<file path="config.mk">
export PLATFORM = sky130hd
export DESIGN_NAME = aup_step
export DESIGN_NICKNAME = d
export VERILOG_FILES = /design/src/hdl/aup_pkg.sv /design/src/hdl/aup_step.sv
export SDC_FILE = /design/constraint.sdc
export NUM_CORES = 2
export LEC_CHECK = 0
export BUFFER_PORTS_ARGS = -buffer_cell sky130_fd_sc_hd__buf_2
export CAP_MARGIN = 20
export CORE_MARGIN = 5
export CORE_UTILIZATION = 45
export CTS_BUF_LIST = sky130_fd_sc_hd__clkbuf_4 sky130_fd_sc_hd__clkbuf_8
export DETAILED_ROUTE_END_ITERATION = 10
export HOLD_SLACK_MARGIN = 0.06
export SYNTH_ARGS = -nofsm -noshare
export SYNTH_HDL_FRONTEND = slang
export SYNTH_SLANG_ARGS = --single-unit
</file>
<file path="constraint.sdc">
create_clock -name clk -period 10 [get_ports clk]
set_clock_uncertainty 0.1 [all_clocks]
set_input_delay 0.5 -clock clk [delete_from_list [all_inputs] [get_ports clk]]
set_output_delay 0.5 -clock clk [all_outputs]
set_load 0.01 [all_outputs]
</file>
<file path="src/hdl/aup_pkg.sv">
// Package for the ASCII unsigned integer parser: item and result types,
// character codes, register indexes and the character classifying functions.
// No dependencies.
package aup_pkg;

	localparam int MAG_W           = 64;
	localparam int RADIX_W         = 6;
	localparam int CONSUMED_W      = 16;
	localparam int IDX_W           = 2;
	localparam int COUNT_W_DEFAULT = 16;

	// Register indexes of the configuration port.
	localparam logic [IDX_W-1:0] REG_RADIX     = 2'd0;
	localparam logic [IDX_W-1:0] REG_POS_LIMIT = 2'd1;
	localparam logic [IDX_W-1:0] REG_NEG_LIMIT = 2'd2;

	localparam logic [7:0] CH_TAB   = 8'h09;
	localparam logic [7:0] CH_CR    = 8'h0D;
	localparam logic [7:0] CH_SPACE = 8'h20;
	localparam logic [7:0] CH_PLUS  = 8'h2B;
	localparam logic [7:0] CH_MINUS = 8'h2D;
	localparam logic [7:0] CH_ZERO  = 8'h30;
	localparam logic [7:0] CH_NINE  = 8'h39;
	localparam logic [7:0] CH_UA    = 8'h41;
	localparam logic [7:0] CH_UX    = 8'h58;
	localparam logic [7:0] CH_UZ    = 8'h5A;
	localparam logic [7:0] CH_LA    = 8'h61;
	localparam logic [7:0] CH_LX    = 8'h78;
	localparam logic [7:0] CH_LZ    = 8'h7A;

	localparam logic [RADIX_W-1:0] BASE_MIN   = 6'd2;
	localparam logic [RADIX_W-1:0] BASE_MAX   = 6'd36;
	localparam logic [RADIX_W-1:0] BASE_OCT   = 6'd8;
	localparam logic [RADIX_W-1:0] BASE_DEC   = 6'd10;
	localparam logic [RADIX_W-1:0] BASE_HEX   = 6'd16;
	localparam logic [RADIX_W-1:0] BASE_AUTO  = 6'd0;
	localparam logic [RADIX_W-1:0] DIGIT_NONE = 6'd36;

	typedef struct packed {
		logic [7:0] ch;
		logic       start_req;
	} aup_item_t;

	typedef struct packed {
		logic [MAG_W-1:0]      magnitude;
		logic                  is_positive;
		logic                  range_error;
		logic                  base_error;
		logic [CONSUMED_W-1:0] consumed;
	} aup_result_t;

	function automatic logic is_space(input logic [7:0] c);
		return (c == CH_SPACE) || (c >= CH_TAB && c <= CH_CR);
	endfunction

	// Digit value 0..35, or DIGIT_NONE for a character that is no digit in any base.
	function automatic logic [RADIX_W-1:0] digit_value(input logic [7:0] c);
		logic [RADIX_W-1:0] d;
		d = DIGIT_NONE;
		if (c >= CH_ZERO && c <= CH_NINE) begin
			d = RADIX_W'(c - CH_ZERO);
		end else if (c >= CH_LA && c <= CH_LZ) begin
			d = RADIX_W'(c - CH_LA + 8'd10);
		end else if (c >= CH_UA && c <= CH_UZ) begin
			d = RADIX_W'(c - CH_UA + 8'd10);
		end
		return d;
	endfunction

endpackage

</file>
<file path="src/hdl/aup_step.sv">
// Parse state, configuration registers and the per-character step logic.
// Depends on aup_pkg.
module aup_step import aup_pkg::*; #(
	parameter int COUNT_WIDTH = COUNT_W_DEFAULT
) (
	input  logic             clk,
	input  logic             arst_n,
	input  logic             wr_en,
	input  logic [IDX_W-1:0] wr_index,
	input  logic [MAG_W-1:0] wr_data,
	input  logic             fire,
	input  aup_item_t        item,
	output logic             res_valid,
	output aup_result_t      res
);

	localparam logic [2:0] PH_SKIP   = 3'd0;
	localparam logic [2:0] PH_FIRST  = 3'd1;
	localparam logic [2:0] PH_ZERO   = 3'd2;
	localparam logic [2:0] PH_HEXPFX = 3'd3;
	localparam logic [2:0] PH_DIGITS = 3'd4;
	localparam logic [2:0] PH_IDLE   = 3'd5;

	localparam int PROD_W = MAG_W + RADIX_W;
	localparam int SUM_W  = PROD_W + 1;
	localparam int EXT_W  = (COUNT_WIDTH > CONSUMED_W) ? COUNT_WIDTH : CONSUMED_W;

	logic [RADIX_W-1:0]     radix_q;
	logic [MAG_W-1:0]       pos_limit_q;
	logic [MAG_W-1:0]       neg_limit_q;

	logic [2:0]             phase_q;
	logic [MAG_W-1:0]       acc_q;
	logic [RADIX_W-1:0]     base_q;
	logic                   use_neg_q;
	logic                   pos_sign_q;
	logic                   ovf_q;
	logic [COUNT_WIDTH-1:0] cnt_q;

	logic [2:0]             ph_w;
	logic [MAG_W-1:0]       acc_w;
	logic [RADIX_W-1:0]     base_w;
	logic                   use_neg_w;
	logic                   pos_w;
	logic                   ovf_w;
	logic [COUNT_WIDTH-1:0] cnt_w;

	logic                   do_first;
	logic                   do_digit;
	logic [1:0]             inc;
	logic                   emit;
	logic                   berr;
	logic [COUNT_WIDTH-1:0] emit_cnt;
	logic [RADIX_W-1:0]     dval;
	logic [MAG_W-1:0]       lim;
	logic [PROD_W-1:0]      prod;
	logic [SUM_W-1:0]       sum;
	logic [EXT_W-1:0]       cnt_ext;

	function automatic logic [COUNT_WIDTH-1:0] count_add(
		input logic [COUNT_WIDTH-1:0] c,
		input logic [1:0]             n
	);
		logic [COUNT_WIDTH:0] s;
		s = {1'b0, c} + (COUNT_WIDTH+1)'(n);
		return s[COUNT_WIDTH] ? {COUNT_WIDTH{1'b1}} : s[COUNT_WIDTH-1:0];
	endfunction

	always_ff @(posedge clk or negedge arst_n) begin
		if (!arst_n) begin
			radix_q     <= BASE_AUTO;
			pos_limit_q <= {MAG_W{1'b1}};
			neg_limit_q <= {1'b1, {(MAG_W-1){1'b0}}};
		end else if (wr_en) begin
			unique case (wr_index)
				REG_RADIX:     radix_q     <= wr_data[RADIX_W-1:0];
				REG_POS_LIMIT: pos_limit_q <= wr_data;
				REG_NEG_LIMIT: neg_limit_q <= wr_data;
				default: ;
			endcase
		end
	end

	always_comb begin
		ph_w      = phase_q;
		acc_w     = acc_q;
		base_w    = base_q;
		use_neg_w = use_neg_q;
		pos_w     = pos_sign_q;
		ovf_w     = ovf_q;
		cnt_w     = cnt_q;
		do_first  = 1'b0;
		do_digit  = 1'b0;
		inc       = 2'd1;
		emit      = 1'b0;
		berr      = 1'b0;
		emit_cnt  = '0;
		dval      = digit_value(item.ch);
		lim       = '0;
		prod      = '0;
		sum       = '0;

		if (item.start_req) begin
			ph_w      = PH_SKIP;
			acc_w     = '0;
			base_w    = BASE_AUTO;
			use_neg_w = 1'b0;
			pos_w     = 1'b1;
			ovf_w     = 1'b0;
			cnt_w     = '0;
		end

		case (ph_w)
			PH_SKIP: begin
				if (is_space(item.ch)) begin
					cnt_w = count_add(cnt_w, 2'd1);
				end else if (item.ch == CH_MINUS || item.ch == CH_PLUS) begin
					cnt_w = count_add(cnt_w, 2'd1);
					if (item.ch == CH_MINUS) begin
						pos_w     = 1'b0;
						use_neg_w = 1'b1;
					end
					ph_w = PH_FIRST;
				end else begin
					do_first = 1'b1;
				end
			end
			PH_FIRST: do_first = 1'b1;
			PH_ZERO: begin
				if ((item.ch == CH_LX || item.ch == CH_UX) &&
				    (base_w == BASE_AUTO || base_w == BASE_HEX)) begin
					base_w = BASE_HEX;
					ph_w   = PH_HEXPFX;
				end else begin
					if (base_w == BASE_AUTO) begin
						base_w = BASE_OCT;
					end
					do_digit = 1'b1;
				end
			end
			PH_HEXPFX: begin
				// The 'x' of the prefix is counted only once a hex digit follows.
				do_digit = 1'b1;
				inc      = 2'd2;
			end
			PH_DIGITS: do_digit = 1'b1;
			default: ;
		endcase

		if (do_first) begin
			ph_w = PH_FIRST;
			if (radix_q == 6'd1 || radix_q > BASE_MAX) begin
				emit = 1'b1;
				berr = 1'b1;
			end else if (item.ch == CH_ZERO) begin
				base_w = radix_q;
				cnt_w  = count_add(cnt_w, 2'd1);
				ph_w   = PH_ZERO;
			end else begin
				base_w   = (radix_q == BASE_AUTO) ? BASE_DEC : radix_q;
				do_digit = 1'b1;
			end
		end

		if (do_digit) begin
			if (dval < base_w) begin
				// acc * base + digit above the limit is the same test as the
				// divide-then-compare overflow check, done without a divider.
				lim  = use_neg_w ? neg_limit_q : pos_limit_q;
				prod = PROD_W'(acc_w) * PROD_W'(base_w);
				sum  = SUM_W'(prod) + SUM_W'(dval);
				if (sum > SUM_W'(lim)) begin
					acc_w = lim;
					ovf_w = 1'b1;
				end else begin
					acc_w = sum[MAG_W-1:0];
				end
				cnt_w = count_add(cnt_w, inc);
				ph_w  = PH_DIGITS;
			end else begin
				emit     = 1'b1;
				emit_cnt = (ph_w == PH_FIRST) ? '0 : cnt_w;
			end
		end

		if (emit) begin
			ph_w = PH_IDLE;
		end
	end

	assign cnt_ext = EXT_W'(emit_cnt);

	always_comb begin
		res_valid       = emit;
		res.magnitude   = berr ? '0 : acc_w;
		res.is_positive = pos_w;
		res.range_error = ovf_w && !berr;
		res.base_error  = berr;
		res.consumed    = (cnt_ext > EXT_W'({CONSUMED_W{1'b1}})) ? {CONSUMED_W{1'b1}}
			: cnt_ext[CONSUMED_W-1:0];
	end

	always_ff @(posedge clk or negedge arst_n) begin
		if (!arst_n) begin
			phase_q    <= PH_SKIP;
			acc_q      <= '0;
			base_q     <= BASE_AUTO;
			use_neg_q  <= 1'b0;
			pos_sign_q <= 1'b1;
			ovf_q      <= 1'b0;
			cnt_q      <= '0;
		end else if (fire) begin
			phase_q    <= ph_w;
			acc_q      <= acc_w;
			base_q     <= base_w;
			use_neg_q  <= use_neg_w;
			pos_sign_q <= pos_w;
			ovf_q      <= ovf_w;
			cnt_q      <= cnt_w;
		end
	end

endmodule

</file>
After elaboration in Yosys (flattened, before gate mapping)
Cells that the tools add are included.
{ "word_totals": {"reg_bits": 226, "inputBits": 79} }
{ "op_classes": {"add_sub_neg": 9, "reduce_logical": 20, "multipliers": 1, "n_eq_ne": 15, "n_mux": 71, "order_cmp": 12} }
{ "op_table": {"columns": ["operator", "n"], "rows": [
  ["64-bit two-way mux", 6],
  ["16-bit two-way mux", 16],
  ["70-bit by 6-bit adder with 71-bit output", 1],
  ["71-bit by 64-bit greater-than comparator with 1-bit output", 1],
  ["64-bit by 6-bit multiplier with 70-bit output", 1],
  ["6-bit two-way mux", 11],
  ["16-bit by 1-bit adder with 17-bit output, second input constant", 2],
  ["8-bit by 6-bit equality test with 1-bit output, second input constant", 4],
  ["1-bit two-way mux", 24],
  ["3-bit two-way mux", 8],
  ["16-bit by 2-bit adder with 17-bit output", 1],
  ["8-bit by 7-bit equality test with 1-bit output, second input constant", 2],
  ["8-bit by 7-bit greater-or-equal comparator with 1-bit output, second input constant", 2],
  ["16-bit greater-than comparator, second input constant", 1],
  ["8-bit by 7-bit <= comparator with 1-bit output, second input constant", 2],
  ["6-bit by 4-bit adder with 6-bit output, second input constant", 2],
  ["6-bit logical NOT", 2],
  ["6-bit subtractor, second input constant", 2],
  ["8-bit by 4-bit greater-or-equal comparator with 1-bit output, second input constant", 1],
  ["8-bit by 6-bit greater-or-equal comparator with 1-bit output, second input constant", 1],
  ["8-bit by 4-bit <= comparator with 1-bit output, second input constant", 1],
  ["8-bit by 6-bit <= comparator with 1-bit output, second input constant", 1],
  ["3-bit by 1-bit equality test with 1-bit output, second input constant", 2],
  ["3-bit by 2-bit equality test with 1-bit output, second input constant", 2],
  ["other kinds (18)", 32]
]} }

Logic depth before layout (Yosys ltp)
{ "logic_depth": {"word_depth": 16, "ltp_mapped": 51, "mapped_depth_nobuf": 44} }

Worst setup path before layout
No wires, ideal clock.
{ "synth_timing": {"kind": "in2out", "startpoint": "input port item[0] in the netlist's numbering", "endpoint": "output port res[37] in the netlist's numbering", "path_buffers": 7, "setup_slack_ns": -0.784, "path_stages": 48, "required_ns": 9.400, "arrival_time_ns": 10.184, "cell_sequence": "buf_6 clkbuf_1 clkbuf_1 clkbuf_1 a21oi_1 nor2_1 o2111ai_1 or3_1 o21ai_0 nor2_1 o21a_1 clkbuf_1 inv_1 clkbuf_1 or2_2 fa_1 fa_1 inv_1 [... 12 more ...] o21bai_1 a21oi_1 xnor2_1 inv_1 ha_1 nand3_1 nor4_1 nand4_1 or4_1 o21ai_0 a31oi_1 a2111oi_0 and3_1 nand4_1 buf_2 mux2i_1 nor2_1 a211oi_1"} }
{ "synth_rtl": {"columns": ["element", "line", "source"], "rows": [
  ["start, declared", "aup_step.sv:12", "input aup_item_t item,"],
  ["end, declared", "aup_step.sv:14", "output aup_result_t res"]
]} }

==> impl_results.md <==
* Fmax at 88.7 MHz
* Area of the core at 61600 µm²
* Longest Clk Path Bufs at 3
* First-pass GRT wire length at 163000 µm
* Via count at 27300
* R2R Setup Slk at -0.24 ns
* Yosys reg bits at 226
* Violated checks: setup timing
* Power after layout at 0.00442 W
* Netlist Area Pre-Place at 28000 µm²
* CTS tree: built
* Pre-antenna DRT Iters at 8
* Row cnt at 91
* Initial antenna violation count at 3
* Required time of the critical path at 9.40 ns
* Port Buffers at 162
* Reg area at 5740 µm²
* Primary FF master, synth: dfrtp_1
* DR iter-0 viols at 2348
* Commonest cells after routing, fill and taps aside: buf_4 (535), nand2_1 (337), nor2_1 (334)
* Commonest non-fill, non-tap cell in the layout: buf_4
* Full die area at 67300 µm²
* GR Overflow Total at 0
* Sequential area share after synthesis at 0.205
* Slowest library cell on the worst path: or4_4
* DR DRC count at 0
* Hold Path Class: in -> reg
* Die Height at 259 µm
* Slew Viols, Final at 0
* Setup Viol. Count Final at 98
* WL per Instance at 21.9 µm
* Status: finished, violations left
* Crit path largest cell delay at 0.59 ns
* Syn_nets at 3777
* Final Util at 0.619
* Pwr Density at 116 nW/µm²
* Die extent in x at 259 µm
* Mean Syn Cell Area at 8.71 µm²
* Largest cells by area after synthesis: fa_1 (18%), dfrtp_1 (14%), ha_1 (10%)
* Hold Path Origin: wr_data[63]
* Worst R2R End: acc_q[28]
* Hpwl dp at 81300 µm
* Area leader, netlist: fa_1
* Worst slew pin tran at 1.05 ns
* Most used cell, CP: buf_4
* Antenna viol nets, final at 0
* Worst setup SP type: flop
* Max-cap viol count at 0
* Total Wirelength at 105000 µm
* Post-layout min period at 11.27 ns
* Syn Inst Count at 3213
* Worst hold stages at 2
* Area delta synth->final at 36.4%
* Ratio of cells with drive above 1 in the final layout at 0.358
* Ys async rst share at 1.00
* Worst setup margin at -1.27 ns
* Yosys top cell area share at 0.181
* Multi-input gate area at 22800 µm²
* Layout Nets at 4468
* Clk_lat worst skew at 0.63 ns
* CP arrival at 10.67 ns
* WHS Endpoint: neg_limit_q[63]
* TritonCTS Sinks at 226
* Maximum vdd drop at 0.135 mV
* Num CTS Buffers at 43
* Max_slew headroom at 0.298
* Final Wtd Congestion at 0.997
* H-tree levels at 2
* Pleak at 18.3 nW
* Vias in the first global route at 28200
* FILL cells at 5318
* Tcrit/Tclk final at 1.13
* WS Path Type: reg -> out
* Worst R2R Path Depth at 46
* Initial Util at 0.454
* Post-synth EDFFs at 0
* Crit path max fanout at 9
* Clk slew on worst S/H paths at 0.06 ns
* Vias per cell at 5.71
* Largest net degree at the start of global routing at 101
* Worst r2r src: radix_q[2]
* Top Ports at 163
* Crit. End Element: output port
* Synthesis Warnings at 0
* CTS root buf: clkbuf_8
* Number of unique standard cell types used by synthesis at 93
* GRT Overall Usage at 0.305
* Hold Vio Cnt, Final at 0
* RSZ-0062 raised after global routing: yes
## repair_timing
action | in CTS | in global routing
resized for setup | 331 | 180
hold buffers | 64 | 0
buffers inserted | 23 | 22
pin swaps | 65 | 93
setup endpoints to repair | 130 | 130
cloned | 5 | 4
hold endpoints to repair | 191 | 0
## state kept, by name, summed over array words and instances (netlist names)
name	cells
pos_limit_q	64
pos_sign_q	1
neg_limit_q	64
cnt_q	16
phase_q	3
base_q	6
use_neg_q	1
acc_q	64
ovf_q	1
radix_q	6
## cells in the mapped netlist, types with 83 or more instances
master	number
a21oi_1	158
clkbuf_1	141
dfrtp_1	160
fa_1	253
ha_1	232
inv_1	244
mux2_2	152
mux2i_1	106
nand2_1	366
nand3_1	83
nor2_1	372
o21ai_0	147
## stage by stage
stage / hold WS (ns) / std cells / instance area [µm²] / setup slack, ns / TNS, ns
after CTS: 0.0853 / 4750 / 37000 / -1.45 / -95.77
after floorplan: 0.104 / 3213 / 28200 / -0.0190 / -0.0190
after global routing: 0.105 / 4775 / 38200 / -1.68 / -125.50
after detailed placement: 0.373 / 4579 / 33600 / -1.65 / -140.40
final: 0.123 / 4776 / 38200 / -1.27 / -78.64
after global placement: 0.366 / 4578 / 33600 / -1.63 / -136.06
## layer usage
layer / share of wire / vias to the layer above / GRT usage
met5: 0.00012 / - / 0
met4: 0.024 / 2 / 0.0684
met3: 0.093 / 175 / 0.0644
met2: 0.44 / 1169 / 0.472
met1: 0.44 / 13500 / 0.441
li1: - / 12400 / -
## kinds of logic (layout without fill, tap and decap cells)
family                   after synthesis  in the layout  synth area share
XOR/XNOR                              76             76            0.0238
other                                  0              1                 0
adder cells (fa/ha/maj)              485            485             0.285
multiplexers                         258            258            0.0991
AND/OR/NAND/NOR                     1150           1150             0.191
flip-flops                           226            226             0.205
AO/OA/AOI/OAI                        593            593             0.138
buffers and inverters                425           1150            0.0585
## where the power goes
part,switching (W),leakage [nW],internal (W)
sequential,0.0000758,2.75,0.00108
clock,0.000441,0.549,0.000668
combinational,0.00130,15.0,0.000846
total,0.00182,18.3,0.00260
## layout make-up
type | count | share of cell area
clock inverter | 12 | 0.00485
tap | 837 | 0.0274
timing repair buffer | 823 | 0.174
antenna | 1 | 0.0000656
multi-input combinational | 2562 | 0.597
inverter | 248 | 0.0248
clock buffer | 67 | 0.0222
sequential | 226 | 0.150
## how the worst max path moves through the flow
stage	start	to	slack (ns)	cells past startpoint
finish	radix_q[2]	res[44]	-1.27	45
global placement	item[5]	res[57]	-1.63	45
floorplan	item[1]	res[37]	-0.02	44
CTS	radix_q[1]	res[63]	-1.45	46
global route	radix_q[2]	res[37]	-1.68	47
detailed placement	item[1]	res[57]	-1.65	46
## critical path: cells and delay by family, from the launching register on
kind	cells	cell delay, ns
AO/OA/AOI/OAI	11	2.03
XOR/XNOR	1	0.21
adder cells (fa/ha/maj)	6	2.48
buffers and inverters	12	1.91
flip-flops	1	0.39
multiplexers	2	0.61
AND/OR/NAND/NOR	13	2.39
Power figures use the tool's default switching activity.
