--- src/hdl/aup_pkg.sv ---
// Package for the ASCII unsigned integer parser: item and result types,
// character codes, register indexes and the character classifying functions.
// No dependencies.
package aup_pkg;

	localparam int MAG_W           = 64;
	localparam int RADIX_W         = 6;
	localparam int CONSUMED_W      = 16;
	localparam int IDX_W           = 2;
	localparam int COUNT_W_DEFAULT = 16;

	// Register indexes of the configuration port.
	localparam logic [IDX_W-1:0] REG_RADIX     = 2'd0;
	localparam logic [IDX_W-1:0] REG_POS_LIMIT = 2'd1;
	localparam logic [IDX_W-1:0] REG_NEG_LIMIT = 2'd2;

	localparam logic [7:0] CH_TAB   = 8'h09;
	localparam logic [7:0] CH_CR    = 8'h0D;
	localparam logic [7:0] CH_SPACE = 8'h20;
	localparam logic [7:0] CH_PLUS  = 8'h2B;
	localparam logic [7:0] CH_MINUS = 8'h2D;
	localparam logic [7:0] CH_ZERO  = 8'h30;
	localparam logic [7:0] CH_NINE  = 8'h39;
	localparam logic [7:0] CH_UA    = 8'h41;
	localparam logic [7:0] CH_UX    = 8'h58;
	localparam logic [7:0] CH_UZ    = 8'h5A;
	localparam logic [7:0] CH_LA    = 8'h61;
	localparam logic [7:0] CH_LX    = 8'h78;
	localparam logic [7:0] CH_LZ    = 8'h7A;

	localparam logic [RADIX_W-1:0] BASE_MIN   = 6'd2;
	localparam logic [RADIX_W-1:0] BASE_MAX   = 6'd36;
	localparam logic [RADIX_W-1:0] BASE_OCT   = 6'd8;
	localparam logic [RADIX_W-1:0] BASE_DEC   = 6'd10;
	localparam logic [RADIX_W-1:0] BASE_HEX   = 6'd16;
	localparam logic [RADIX_W-1:0] BASE_AUTO  = 6'd0;
	localparam logic [RADIX_W-1:0] DIGIT_NONE = 6'd36;

	typedef struct packed {
		logic [7:0] ch;
		logic       start_req;
	} aup_item_t;

	typedef struct packed {
		logic [MAG_W-1:0]      magnitude;
		logic                  is_positive;
		logic                  range_error;
		logic                  base_error;
		logic [CONSUMED_W-1:0] consumed;
	} aup_result_t;

	function automatic logic is_space(input logic [7:0] c);
		return (c == CH_SPACE) || (c >= CH_TAB && c <= CH_CR);
	endfunction

	// Digit value 0..35, or DIGIT_NONE for a character that is no digit in any base.
	function automatic logic [RADIX_W-1:0] digit_value(input logic [7:0] c);
		logic [RADIX_W-1:0] d;
		d = DIGIT_NONE;
		if (c >= CH_ZERO && c <= CH_NINE) begin
			d = RADIX_W'(c - CH_ZERO);
		end else if (c >= CH_LA && c <= CH_LZ) begin
			d = RADIX_W'(c - CH_LA + 8'd10);
		end else if (c >= CH_UA && c <= CH_UZ) begin
			d = RADIX_W'(c - CH_UA + 8'd10);
		end
		return d;
	endfunction

endpackage

--- src/hdl/aup_if.sv ---
// Valid/ready channel interfaces for the character beats and the result beats.
// Depends on aup_pkg for field widths.
interface aup_in_if;
	logic       valid;
	logic       ready;
	logic [7:0] ch;
	logic       start_req;

	modport source (output valid, output ch, output start_req, input ready);
	modport sink (input valid, input ch, input start_req, output ready);
endinterface


--- src/hdl/aup_in_reg.sv ---
// Input register of the parser: captures one character beat per cycle unless the held beat waits for advance.
// Depends on aup_pkg and aup_in_if.
module aup_in_reg import aup_pkg::*; (
	input  logic       clk,
	input  logic       arst_n,
	aup_in_if.sink     chars,
	input  logic       advance,
	output logic       valid_s1,
	output aup_item_t  item_s1
);

	assign chars.ready = !valid_s1 || advance;

	always_ff @(posedge clk or negedge arst_n) begin
		if (!arst_n) begin
			valid_s1 <= 1'b0;
		end else if (chars.ready) begin
			valid_s1 <= chars.valid;
		end
	end

	always_ff @(posedge clk) begin
		if (chars.valid && chars.ready) begin
			item_s1.ch        <= chars.ch;
			item_s1.start_req <= chars.start_req;
		end
	end

endmodule

--- src/flat_wrapper.sv ---
// flat-port wrapper written by rule: the top's interface ports become plain ports
module aup_in_reg_flat import aup_pkg::*;
  (clk, arst_n, advance, valid_s1, item_s1, chars_valid, chars_ch, chars_start_req, chars_ready);
  aup_in_if chars_i ();
  input  logic clk;
  input  logic arst_n;
  input  logic advance;
  output logic valid_s1;
  output aup_item_t item_s1;
  input wire logic [$bits(chars_i.valid)-1:0] chars_valid;
  input wire logic [$bits(chars_i.ch)-1:0] chars_ch;
  input wire logic [$bits(chars_i.start_req)-1:0] chars_start_req;
  output wire logic [$bits(chars_i.ready)-1:0] chars_ready;
  assign chars_i.valid = chars_valid;
  assign chars_i.ch = chars_ch;
  assign chars_i.start_req = chars_start_req;
  assign chars_ready = chars_i.ready;
  aup_in_reg u_core (.clk(clk), .arst_n(arst_n), .chars(chars_i), .advance(advance), .valid_s1(valid_s1), .item_s1(item_s1));
endmodule
--- config.mk ---
export PLATFORM = sky130hd
export DESIGN_NAME = aup_in_reg_flat
export DESIGN_NICKNAME = d
export VERILOG_FILES = /design/src/hdl/aup_pkg.sv /design/src/hdl/aup_if.sv /design/src/hdl/aup_in_reg.sv /design/src/flat_wrapper.sv
export SDC_FILE = /design/constraint.sdc
export NUM_CORES = 1
export LEC_CHECK = 0
export BUFFER_PORTS_ARGS = -buffer_cell sky130_fd_sc_hd__buf_4
export CAP_MARGIN = 40
export CORE_AREA = 10 10 47 49
export CTS_CLUSTER_DIAMETER = 80
export DETAILED_ROUTE_END_ITERATION = 16
export DIE_AREA = 0 0 57 59
export PLACE_DENSITY = 0.59
export SETUP_SLACK_MARGIN = 0.4
export SLEW_MARGIN = 0
export SYNTH_ARGS = -nofsm -noshare
export SYNTH_HDL_FRONTEND = slang
export SYNTH_SLANG_ARGS = --single-unit
--- constraint.sdc ---
create_clock -name clk -period 1.2 [get_ports clk]
set_input_delay 0.12 -clock clk [delete_from_list [all_inputs] [get_ports clk]]
set_output_delay 0.12 -clock clk [all_outputs]
set_load 0.05 [all_outputs]
# --- Word-level counts from Yosys, hierarchy flattened ---
# Cells that the tools add are included.
classes:
  n_reduce_logical: 3
ops:
  columns: ["operator", "count"]
  rows:
  - ["$logic_and A1 B1 Y1", 1]
  - ["$logic_not A1 Y1", 1]
  - ["$logic_or A1 B1 Y1", 1]
totals:
  register_bits: 10
  wordCells: 6
  output_inout_bits: 11
  inputBits: 13

# --- Longest topological paths before layout ---
# Gate-level depths: netlist (run 1).
logic_depth:
  word_depth: 3
  mapped_depth: 2

# --- Worst setup path before layout (run 1) ---
# Ideal clock, no wire load.
synth_path:
  path_kind: "reg-to-reg"
  from: "register u_core.valid_s1"
  to: "register u_core.item_s1[0] (netlist name)"
  t_arrival_ns: 1.108
  setup_time_ns: 0.250
  synth_period_minus_slack_ns: 1.358
  path_stages_with_launch: 3
  setup_slack_ns: -0.158
  required_time_ns: 0.950
  path_buffers: 0
  path_cell_list: "dfrtp_1 -> nand2b_4 -> and2_4"
synth_via:
  elab_chain_len: 3
synth_rtl:
  columns: ["element", "line", "source"]
  rows:
  - ["start, declared", "aup_in_reg.sv:8", "output logic valid_s1,"]
  - ["start signal, assigned", "aup_in_reg.sv:18", "valid_s1 <= chars.valid;"]
  - ["$logic_not A1 Y1", "aup_in_reg.sv:12", "assign chars.ready = !valid_s1 || advance;"]
  - ["$logic_or A1 B1 Y1", "aup_in_reg.sv:12", null]
  - ["via chars_ready", "flat_wrapper.sv:13", "output wire logic [$bits(chars_i.ready)-1:0] chars_ready;"]
  - ["$logic_and A1 B1 Y1", "aup_in_reg.sv:23", "if (chars.valid && chars.ready) begin"]
# The timed path passes the listed nets, and every way through them passes these cells.
# A chain may end at the register's enable or synchronous reset.

# --- Worst setup path after layout (run 1) ---
layout_path:
  from: "register u_core.valid_s1"
  to: "output port chars_ready"
layout_via:
  elab_chain_len: 2
layout_rtl:
  columns: ["element", "line"]
  rows:
  - ["$logic_not A1 Y1", "aup_in_reg.sv:12"]
  - ["$logic_or A1 B1 Y1", "aup_in_reg.sv:12"]
  - ["end, declared", "flat_wrapper.sv:13"]
# Every way passes these cells.

==> summary.md, run 1 <==
| Metric | Value |
|---|---|
| H-tree depth | 1 |
| RSZ-0062 raised after global routing | yes |
| CP endpoint kind | output pin |
| Area of the multi-input gates | 28.8 µm² |
| CP max FO | 3 |
| Placer congestion estimate | 0.582 |
| Max Root-Sink Buffers | 2 |
| PortBufs | 23 |
| Area grow syn2layout | 88.4% |
| Slew headroom | 90.0% |
| Hold slack | 0.0390 ns |
| DR WL/cell | 13.8 µm |
| Synth Area in Adders | 0% |
| Die Wd | 57 µm |
| Post-Syn Area | 324 µm² |
| Status | completed |
| Synth Area in Simple Gates | 8.88% |
| Worst-path clk slew | 0.06 ns |
| Wirelength, routed | 813 µm |
| Number of distinct library cells after synthesis | 5 |
| Skew final | 0.000237 ns |
| DRC viols | 0 |
| Hold violation count in the final report | 0 |
| Dpl cell area | 518 µm² |
| Pins Over Slew Limit | 0 |
| Vias in the first global route | 282 |
| Antenna violations before repair | 0 |
| Reg area | 297 µm² |
| Core Region | 1400 µm² |
| Worst skew pair latency | 0.25 ns |
| Die footprint | 3360 µm² |
| Finished Cell Area | 611 µm² |
| Worst EP arrival | 0.91 ns |
| Post-Synthesis Cells | 13 |
| Starting DRT DRC Count | 0 |
| Global Route Usage Sum | 5.03% |
| First-pass GRT wire length | 1300 µm |
| Crit path time final | 1.03 ns |
| Final Setup Violations | 0 |
| Largest family of logic cells by synthesized area | simple AND/OR/NAND/NOR gates |
| Syn Area/Cell | 24.9 µm² |
| Critical path class | register to output pin |
| Static leakage | 0.000264 µW |
| Top Ports | 24 |
| TritonCTS Sinks | 10 |
| Yosys reg bits | 10 |
| Grt ovf | 0 |
| Net Count, Synth | 26 |
| Final ANT Viol Nets | 0 |
| Clock root cell | clkbuf_4 |
| Fin crit share | 85.7% |
| Worst setup SP type | register |
| Power consumption | 821 µW |
| Register area share after synthesis | 91.1% |
| Max_cap viols | 0 |
| Cell row count | 14 |
| Ant diodes | 0 |
| Largest net degree at the start of global routing | 10 |
| TritonCTS buffer count | 3 |
| Vias/cell | 3.80 |
| Commonest non-fill, non-tap cell in the layout | buf_4 |
| Share of cells above drive strength 1 | 72.1% |
| HP Class | input pin to register |
| Initial core utilization | 23.1% |
| PD cells | 1350 nW/µm² |
| Most frequent cells in the layout | 15 x buf_4, 9 x buf_6, 9 x edfxtp_1, 3 x clkbuf_4 |
| Fmax | 973 MHz |
| Synth Area in Compound Gates | 0% |
| VDD IR max | 0.645 mV |
| Multiplexer share of the synthesized area | 0% |
| Worst-Margin Slew | 0.151 ns |
| CTS tree | built |
| Yosys warns | 0 |
| Fill cells | 138 |
| Chip Height | 59 µm |
| Via count | 224 |
| Xor and xnor area share after synthesis | 0% |
| Nets | 57 |
| Worst path required time | 1.08 ns |
| Drt pass-1 iters | 1 |
layer usage:
metal  wire length [µm]  vias to the layer above  track usage [%]
met1                262                       99             4.43
met4                  0                        0             4.03
met5                  0                        -                0
met3                120                        0             3.22
li1                   -                      109                -
met2                429                       16             8.06
metrics by stage:
stage	setup TNS, ns	instances	setup slack (ns)	utilization, %
after floorplan	-0.385	13	-0.0428	-
after global placement	0	52	0.212	37.0
after detailed placement	0	52	0.199	37.0
after CTS	0	58	0.163	43.0
after global routing	0	59	0.122	43.6
final	0	59	0.172	43.6
where the power goes:
group          switching, µW  internal, µW
Combinational           99.2          77.4
Clock                    103           128
Sequential              9.48           404
Total                    212           609
synth_stat cells:
cell	count	area share, %
edfxtp_1	9	83
and2_4	1	2.7
dfrtp_1	1	7.7
nand2b_1	1	1.9
nand2b_4	1	4.2
registers in the layout, summed over array words and instances (netlist names):
register         flops
u_core.item_s1       9
u_core.valid_s1      1
layout make-up:
class | instances | area share [%]
clock buffer | 4 | 4.30
timing repair buffer | 26 | 39.1
tap | 16 | 3.28
sequential | 10 | 48.6
multi-input combinational | 3 | 4.71
path summary, 6_finish.rpt:
kind                                 start           endpoint  slack [ns]  cells past startpoint
max                        u_core.valid_s1        chars_ready        0.17                      2
min                            chars_ch[0]  u_core.item_s1[1]        0.04                      1
max reg2reg                u_core.valid_s1  u_core.item_s1[1]        0.19                      2
min reg2reg                u_core.valid_s1    u_core.valid_s1        0.78                      4
max in group asynchronous           arst_n    u_core.valid_s1        0.94                      2
min in group asynchronous           arst_n    u_core.valid_s1        0.17                      2
repair_timing:
| action | 4_1_cts | 5_1_grt |
|---|---|---|
| hold buffers | 1 | 0 |
| cloned | 0 | 0 |
| setup endpoints to repair | 20 | 21 |
| pin swaps | 1 | 0 |
| gates resized for setup | 11 | 0 |
| setup buffers | 1 | 1 |
| hold endpoints to repair | 1 | 0 |
kinds of logic (layout without fill, tap and decap cells):
kind of cell	after synthesis	count (layout)
simple gates	3	3
buf+inv	0	30
flops	10	10
worst max-delay path: stages, from the launching register on:
cell,delay (ns)
dfrtp_2,0.42
nand2b_4,0.09
buf_8,0.14
No activity file was read; power rests on OpenSTA's default activity.
==> inputs of run 2 (changes only) <==
--- a/config.mk
+++ b/config.mk
@@ -7,13 +7,16 @@
 export LEC_CHECK = 0
 export BUFFER_PORTS_ARGS = -buffer_cell sky130_fd_sc_hd__buf_4
 export CAP_MARGIN = 40
-export CORE_AREA = 10 10 47 49
+export CELL_PAD_IN_SITES_DETAIL_PLACEMENT = 1
+export CELL_PAD_IN_SITES_GLOBAL_PLACEMENT = 2
+export CORE_MARGIN = 10
+export CORE_UTILIZATION = 22
 export CTS_CLUSTER_DIAMETER = 80
 export DETAILED_ROUTE_END_ITERATION = 16
-export DIE_AREA = 0 0 57 59
-export PLACE_DENSITY = 0.59
+export PLACE_DENSITY = 0.76
 export SETUP_SLACK_MARGIN = 0.4
 export SLEW_MARGIN = 0
 export SYNTH_ARGS = -nofsm -noshare
 export SYNTH_HDL_FRONTEND = slang
 export SYNTH_SLANG_ARGS = --single-unit
+export TNS_END_PERCENT = 1
==> summary.md, run 2 (same netlist as run 1, synthesis figures left out) <==
| Metric | Value |
|---|---|
| TritonCTS buffer count | 3 (unchanged) |
| Slew headroom | 90.1% (+0.10 points) |
| Biggest register | u_core.item_s1 |
| Area grow syn2layout | 73.0% |
| Sw power | 223 µW (+5.3%) |
| Clock root cell | clkbuf_4 |
| Top Ports | 24 (unchanged) |
| Ant diodes | 0 (unchanged) |
| Largest net degree at the start of global routing | 10 (unchanged) |
| CP endpoint kind | output pin |
| Slowest stage delay, CP | 0.42 ns (about the same) |
| Die footprint | 3410 µm² (+1.3%) |
| Static leakage | 0.000244 µW (-7.6%) |
| Grt ovf | 0 (unchanged) |
| Crit path max-delay family | flip-flops |
| Clk pwr share | 29.3% (+1.1 points) |
| PD cells | 1440 nW/µm² (+7.3%) |
| CP Buf/Inv Count | 1 (unchanged) |
| Global Route Usage Sum | 6.57% (+1.5 points) |
| Combinational power share | 20.0% (-1.5 points) |
| Worst-Margin Slew | 0.150 ns (-0.00156 ns) |
| Initial core utilization | 24.0% (+0.88 points) |
| Chip Height | 58.4 µm (-1.1%) |
| Wirelength, routed | 973 µm (+20%) |
| Final Setup Violations | 0 (unchanged) |
| Core Region | 1350 µm² (-3.7%) |
| Internal power | 586 µW (-3.8%) |
| Placer congestion estimate | 0.651 (+12%) |
| Finished Cell Area | 561 µm² (-8.2%) |
| Worst path required time | 1.08 ns (about the same) |
| Switching part of the total | 27.6% (+1.8 points) |
| DR WL/cell | 17.4 µm (+26%) |
| Antenna violations before repair | 0 (unchanged) |
| Die Wd | 58.4 µm (+2.4%) |
| Area of the multi-input gates | 28.8 µm² (unchanged) |
| TritonCTS Sinks | 10 (unchanged) |
| Pins Over Slew Limit | 0 (unchanged) |
| CTS tree | built |
| Final core area utilization | 41.5% (-2.1 points) |
| Starting DRT DRC Count | 3 (+3) |
| Via count | 228 (+1.8%) |
| RSZ-0062 raised after global routing | yes |
| Seq pwr share | 50.7% (+0.4 points) |
| Fill cells | 145 (+5.1%) |
| Nets | 55 (-3.5%) |
| Crit path time final | 1.04 ns (+0.0135 ns) |
| Hold violation count in the final report | 0 (unchanged) |
| Drt pass-1 iters | 4 (+3) |
| VDD IR max | 0.618 mV (-4.2%) |
| Final ANT Viol Nets | 0 (unchanged) |
| Reg area | 297 µm² (unchanged) |
| Vias in the first global route | 281 (-0.35%) |
| CP max FO | 3 (unchanged) |
| Worst skew pair latency | 0.27 ns (+0.02 ns) |
| DRC viols | 0 (unchanged) |
| Most frequent cells in the layout | 22 x buf_4, 9 x edfxtp_1, 3 x clkbuf_4 |
| Commonest non-fill, non-tap cell in the layout | buf_4 |
| Worst setup SP type | register |
| Top Registers | u_core.item_s1: 9 flops, u_core.valid_s1: 1 flops |
| Worst-path clk slew | 0.07 ns (about the same) |
| Vias/cell | 4.07 (+7.2%) |
| Max FFs per register | 9 (unchanged) |
| Reg2Reg Setup Slack | 0.18 ns (about the same) |
| Cell row count | 13 (-1) |
| Max_cap viols | 0 (unchanged) |
| Post-CTS Setup Inserts | 0 (-1) |
| First-pass GRT wire length | 1610 µm (+24%) |
| Critical-path cell list | nand2b_4, buf_8 |
| Share of cells above drive strength 1 | 70.7% (-1.4 points) |
| Dpl cell area | 517 µm² (-0.24%) |
| PortBufs | 23 (unchanged) |
| H-tree depth | 1 (unchanged) |
| Max Root-Sink Buffers | 2 (unchanged) |
| Critical path class | register to output pin |
| Fin crit share | 86.8% (+1.1 points) |
| Power consumption | 809 µW (-1.5%) |
| Fmax | 960 MHz (-1.3%) |
| Slowest cell on the critical path | dfrtp_2 |
| Worst EP arrival | 0.92 ns (about the same) |
| HP Class | input pin to register |
| Skew final | 0.00381 ns (+0.00357 ns) |
| Status | completed |
[run 2: cell types whose count changed in the layout (fill, tap and decap cells not counted)]
cell	before	now
buf_4	15	22
buf_6	9	0
clkbuf_1	1	0
clkinv_1	0	1
[run 2: power groups by stage]
stage | combinational (µW) | clock [µW] | sequential, µW
floorplan | 23.1 | 0 | 484
global placement | 155 | 0 | 417
detailed placement | 158 | 0 | 419
CTS | 164 | 250 | 411
global route | 171 | 265 | 412
finish | 162 | 237 | 410
[run 2: path summary, 6_finish.rpt]
check	to	depth (start not counted)	startpoint
worst min register to register	u_core.valid_s1	2	u_core.valid_s1
worst min-delay path	u_core.item_s1[7]	1	chars_ch[6]
worst max-delay path	chars_ready	2	u_core.valid_s1
min in group asynchronous	u_core.valid_s1	2	arst_n
worst max register to register	u_core.item_s1[4]	2	u_core.valid_s1
max in group asynchronous	u_core.valid_s1	2	arst_n
[run 2: through the flow]
| stage | TNS [ns] | hold slack [ns] | setup WS [ns] | instances |
|---|---|---|---|---|
| floorplan | -0.385 | -0.176 | -0.0428 | 13 |
| global placement | 0 | -0.104 | 0.223 | 51 |
| detailed placement | 0 | -0.0988 | 0.199 | 51 |
| CTS | 0 | 0.0152 | 0.141 | 56 |
| global route | 0 | 0.0123 | 0.111 | 56 |
| finish | 0 | 0.0255 | 0.158 | 56 |
[run 2: worst reg2reg max path, cell delays in order (launching register included)]
cell      delay, ns
dfrtp_2        0.42
nand2b_4       0.09
and2_4         0.21
[run 2: what timing repair did]
action,in CTS,in global routing
hold buffers,1,0
gates cloned,0,0
endpoints found under the setup margin,20,20
pin swaps,0,0
gates resized for setup,2,0
endpoints found under the hold margin,1,0
[run 2: area by class of cell]
class,count,share of cell area [%]
clock inverter,1,0.670
timing repair buffer,24,33.9
tap,15,3.35
sequential,10,52.9
clock buffer,3,4.02
multi-input combinational,3,5.13
[run 2: per-layer routing]
| metal | track usage (%) | part of all wire, % | vias up |
|---|---|---|---|
| met1 | 6.03 | 37 | 96 |
| li1 | - | - | 103 |
| met5 | 0 | 0 | - |
| met3 | 6.44 | 17 | 2 |
| met2 | 9.56 | 45 | 27 |
| met4 | 3.02 | 1.3 | 0 |
